$ cat src/hw/rtl/pfs_pkg.sv
// ----------------------------------------------------------------------------
// pfs_pkg
// Shared types and constants for the packet flow statistics unit.
// ----------------------------------------------------------------------------
`default_nettype none
package pfs_pkg;
  localparam logic [31:0] IntervalReset = 32'd250000;
  localparam logic [31:0] UsPerSec      = 32'd1000000;

  typedef enum logic {FUNC_RECORD = 1'b0, FUNC_UPDATE = 1'b1} func_e;

  // one divider request
  typedef struct packed {
    logic        start;
    logic [63:0] num;
    logic [63:0] den;
  } div_req_t;

  typedef struct packed {
    logic        done;
    logic [63:0] quo;
  } div_rsp_t;
endpackage
`default_nettype wire

$ cat src/hw/rtl/pfs_div.sv
// ----------------------------------------------------------------------------
// pfs_div
// Restoring divider, one quotient bit per cycle, 64 by 64 bits.
// ----------------------------------------------------------------------------
`default_nettype none
module pfs_div import pfs_pkg::*; (
  input  wire logic     clk_i,
  input  wire logic     rst_ni,
  input  wire div_req_t req_i,
  output div_rsp_t      rsp_o
);
  logic [63:0] rem_q, quo_q, den_q;
  logic [6:0]  cnt_q;
  logic        busy_q, done_q;
  logic [64:0] trial;

  assign trial = {rem_q, quo_q[63]} - {1'b0, den_q};

  // shift one bit per cycle
  always_ff @(posedge clk_i or negedge rst_ni) begin
    if (!rst_ni) begin
      busy_q <= 1'b0;
      done_q <= 1'b0;
      cnt_q  <= '0;
    end else begin
      done_q <= 1'b0;
      if (req_i.start) begin
        busy_q <= 1'b1;
        cnt_q  <= 7'd64;
      end else if (busy_q) begin
        cnt_q <= cnt_q - 7'd1;
        if (cnt_q == 7'd1) begin
          busy_q <= 1'b0;
          done_q <= 1'b1;
        end
      end
    end
  end

  always_ff @(posedge clk_i) begin
    if (req_i.start) begin
      rem_q <= '0;
      quo_q <= req_i.num;
      den_q <= req_i.den;
    end else if (busy_q) begin
      if (!trial[64]) begin
        rem_q <= trial[63:0];
        quo_q <= {quo_q[62:0], 1'b1};
      end else begin
        rem_q <= {rem_q[62:0], quo_q[63]};
        quo_q <= {quo_q[62:0], 1'b0};
      end
    end
  end

  assign rsp_o.done = done_q;
  assign rsp_o.quo  = quo_q;
endmodule
`default_nettype wire

$ cat config.mk
export PLATFORM = sky130hd
export DESIGN_NAME = pfs_div
export DESIGN_NICKNAME = d
export VERILOG_FILES = /design/src/hw/rtl/pfs_pkg.sv /design/src/hw/rtl/pfs_div.sv
export SDC_FILE = /design/constraint.sdc
export NUM_CORES = 1
export LEC_CHECK = 0
export BUFFER_PORTS_ARGS = -buffer_cell sky130_fd_sc_hd__buf_4
export CAP_MARGIN = 20
export CORE_AREA = 2 2 142 144
export DETAILED_ROUTE_END_ITERATION = 8
export DIE_AREA = 0 0 144 146
export GPL_ROUTABILITY_DRIVEN = 0
export PLACE_DENSITY = 0.85
export SETUP_SLACK_MARGIN = 0.1
export SLEW_MARGIN = 0
export SYNTH_ARGS = -nofsm -noshare
export SYNTH_HDL_FRONTEND = slang
export SYNTH_SLANG_ARGS = --single-unit
$ cat constraint.sdc
create_clock -name clk_i -period 5.98 [get_ports clk_i]
set_input_delay 0.897 -clock clk_i [delete_from_list [all_inputs] [get_ports clk_i]]
set_output_delay 0.897 -clock clk_i [all_outputs]
set_load 0.01 [all_outputs]
==> summary.md <==
| Metric | Value |
|---|---|
| # DRC | `0` |
| Clock slew at reported path FFs | `0.06 ns` |
| Nets | `1,585` |
| Register area share after synthesis | `44.7%` |
| Post-Syn Area per Cell | `9.71 sq um` |
| Placed instance area | `0.0135 sq mm` |
| CTS tree | `done` |
| Final Skew | `0.0107 ns` |
| Commonest non-fill, non-tap cells in the layout | `buf_4 (200), nand2_1 (165), edfxtp_1 (128), nor2_1 (99), inv_1 (85)` |
| DR pass1 iterations | `5` |
| Clk_lat worst skew | `0.52 ns` |
| Post-DP HPWL | `20,800 um` |
| Final core occ | `73.6%` |
| Worst EP arrival | `4.96 ns` |
| Setup-failing EPs final | `0` |
| Fraction of registers with async set/reset | `4.48%` |
| Status | `finished, final reports clean` |
| Most common cell after layout, fill and taps aside | `buf_4` |
| Final setup TNS | `0 ns` |
| DR iter-0 viols | `674` |
| Max Slew Vio Count | `0` |
| Hold Path Class | `input pin to async pin` |
| P_leak | `0.00615 uW` |
| Fraction of layout cells with a size suffix above 1 | `23.4%` |
| Final worst path period need | `4.55 ns` |
| Yosys Warn Count | `0` |
| Largest net degree at the start of global routing | `107` |
| Initial Util | `61.9%` |
| Syn nets | `1,429` |
| WHS | `0.187 ns` |
| Final count of hold timing violations | `0` |
| Fin crit share | `76.1%` |
| Worst-Margin Slew | `1.09 ns` |
| Clock Path Buffers | `3` |
| Fin cells | `1,669` |
| Synth Instances | `1,231` |
| Type of origin of the critical path | `flop` |
| Total setup buffers inserted after CTS | `0` |
| Post-synth EDFFs | `128` |
| Antenna viol nets, final | `0` |
| Die ar. | `0.0210 sq mm` |
| Area leader, netlist | `edfxtp_1` |
| Top_reg_cell synth | `edfxtp_1` |
| Largest cells by area after synthesis | `edfxtp_1 (32%), dfxtp_1 (11%), ha_1 (6.9%), mux2_2 (5.9%), nand2_1 (5.2%)` |
| Seq cells post-synth | `201` |
| Root Driver | `clkbuf_16` |
| Top-area cell type share of the netlist area | `32.1%` |
| Dpl cells | `1,627` |
| GR Overflow Total | `0` |
| CTS Sinks | `201` |
| Die X | `144 um` |
| CTS buffer count | `23` |
| Initial antenna violation count | `0` |
| Setup crit end kind | `flop` |
| I/O Pins | `196` |
| Via-to-Cell Ratio | `5.93` |
| Worst EP required | `6.39 ns` |
| Crit path kind | `flop to flop` |
| Layout area overhead | `18.9%` |
| Post-CTS sizing | `0` |
| Post-Syn Area | `0.0120 sq mm` |
| RSZ-0062 raised after global routing | `no` |
| Max-cap violations | `0` |
| P per Cell Area | `357 mW/mm^2` |
| Core Area | `0.0193 sq mm` |
| First-pass GRT wire length | `47,200 um` |
| N_diodes | `0` |
| Die Y | `146 um` |
| Rows | `51` |
| Wirelength per Cell | `17.5 um` |
| Global-route usage over all layers | `27.6%` |
| Number of global-route vias before repair | `10,110` |
| Crit path max fanout | `35` |
| Synth cell types | `77` |
| Via Count | `9,903` |
| # port buffers | `195` |
| Hold_buf cts | `0` |
| H-tree levels | `1` |
| Final wirelength | `29,300 um` |
| Fmax | `220 MHz` |
| Relative slew slack | `27.5%` |
| Design Area, Final | `0.0142 sq mm` |
| VDD IR max | `0.245 mV` |
[final cells by class]
| cell class | count | area (sq um) |
|---|---|---|
| Clock inverter | 13 | 128 |
| Timing Repair Buffer | 201 | 1510 |
| Clock buffer | 29 | 612 |
| Sequential cell | 201 | 5350 |
| Tap cell | 265 | 332 |
| Fill cell | 1425 | 5110 |
| Inverter | 86 | 323 |
| Multi-Input combinational cell | 874 | 5960 |
[final timing paths]
kind,start,to,slack [ns],cells past startpoint
max in group asynchronous,rst_ni,busy_q$_DFF_PN0_,5.64,1
hold / removal,rst_ni,done_q$_DFF_PN0_,0.19,1
min in group clk_i,rem_q[28]$_SDFFE_PP0P_,rem_q[29]$_SDFFE_PP0P_,0.50,2
setup / recovery,quo_q[63]$_DFFE_PP_,rem_q[2]$_SDFFE_PP0P_,1.43,15
setup reg to reg,quo_q[63]$_DFFE_PP_,rem_q[2]$_SDFFE_PP0P_,1.43,15
hold reg to reg,rem_q[28]$_SDFFE_PP0P_,rem_q[29]$_SDFFE_PP0P_,0.50,2
[metrics by stage]
stage | power, uW | setup WS, ns
after global placement | 3620 | 1.67
final | 5080 | 1.43
after global routing | 5360 | 1.09
after CTS | 5080 | 1.47
after floorplan | 3210 | 2.77
after detailed placement | 3670 | 1.48
[where the power goes]
part,switching (uW),internal [uW]
Sequential,163,1720
Combinational,1030,775
Clock,575,814
[registers in the layout (all words and copies together), names as in the netlist]
signal and flops:
busy_q 1, done_q 1, den_q 64, cnt_q 7
rem_q 64, quo_q 64
[logic make-up (layout without fill, tap and decap cells)]
family | Yosys count | in the layout | synth area share [%]
muxes | 65 | 65 | 6.10
AOI/OAI and AO/OA | 294 | 294 | 17.3
buffers and inverters | 156 | 329 | 5.60
adders and majority gates | 67 | 67 | 7.07
DFF | 201 | 201 | 44.7
and+or+nand+nor | 388 | 388 | 14.7
xor gates and xnor gates | 60 | 60 | 4.52
[layer usage]
layer	routed length, um	up-vias	GRT usage, %	share of wire [%]
met2	14300	378	48.1	49
met5	0	-	0	0
met3	1920	90	5.76	6.6
met4	1250	0	12.0	4.3
li1	-	4773	-	-
met1	11800	4662	32.6	40
[cells in the mapped netlist (7+ instances only)]
cell / count
nand3_1: 26
inv_1: 85
xnor2_1: 37
dfxtp_1: 64
o21bai_1: 7
o21ai_0: 30
a31oi_1: 7
clkbuf_1: 44
dfrtp_1: 9
nor2_1: 99
ha_1: 66
nand2_1: 166
nor2b_1: 8
a211oi_1: 14
a21o_1: 31
buf_6: 7
a311oi_1: 50
edfxtp_1: 128
nand4_1: 19
nand2b_1: 14
o21a_1: 9
and3_1: 9
a21oi_1: 79
buf_2: 16
nor3_1: 11
mux2_2: 63
or3_1: 9
o21ai_1: 15
xor2_1: 21
[critical path, stage by stage, from the launching register on]
cell	delay [ns]
edfxtp_1	0.35
inv_1	0.06
ha_1	0.21
fa_1	0.38
nand2b_1	0.19
a21oi_1	0.24
o221ai_1	0.19
nand3_1	0.15
o311ai_1	0.17
a21o_4	0.28
a21oi_4	0.24
a31oi_4	0.21
xnor2_4	0.86
buf_4	0.48
nand2_1	0.11
a311oi_1	0.27
Note: power is estimated with default switching activity, not from simulation.
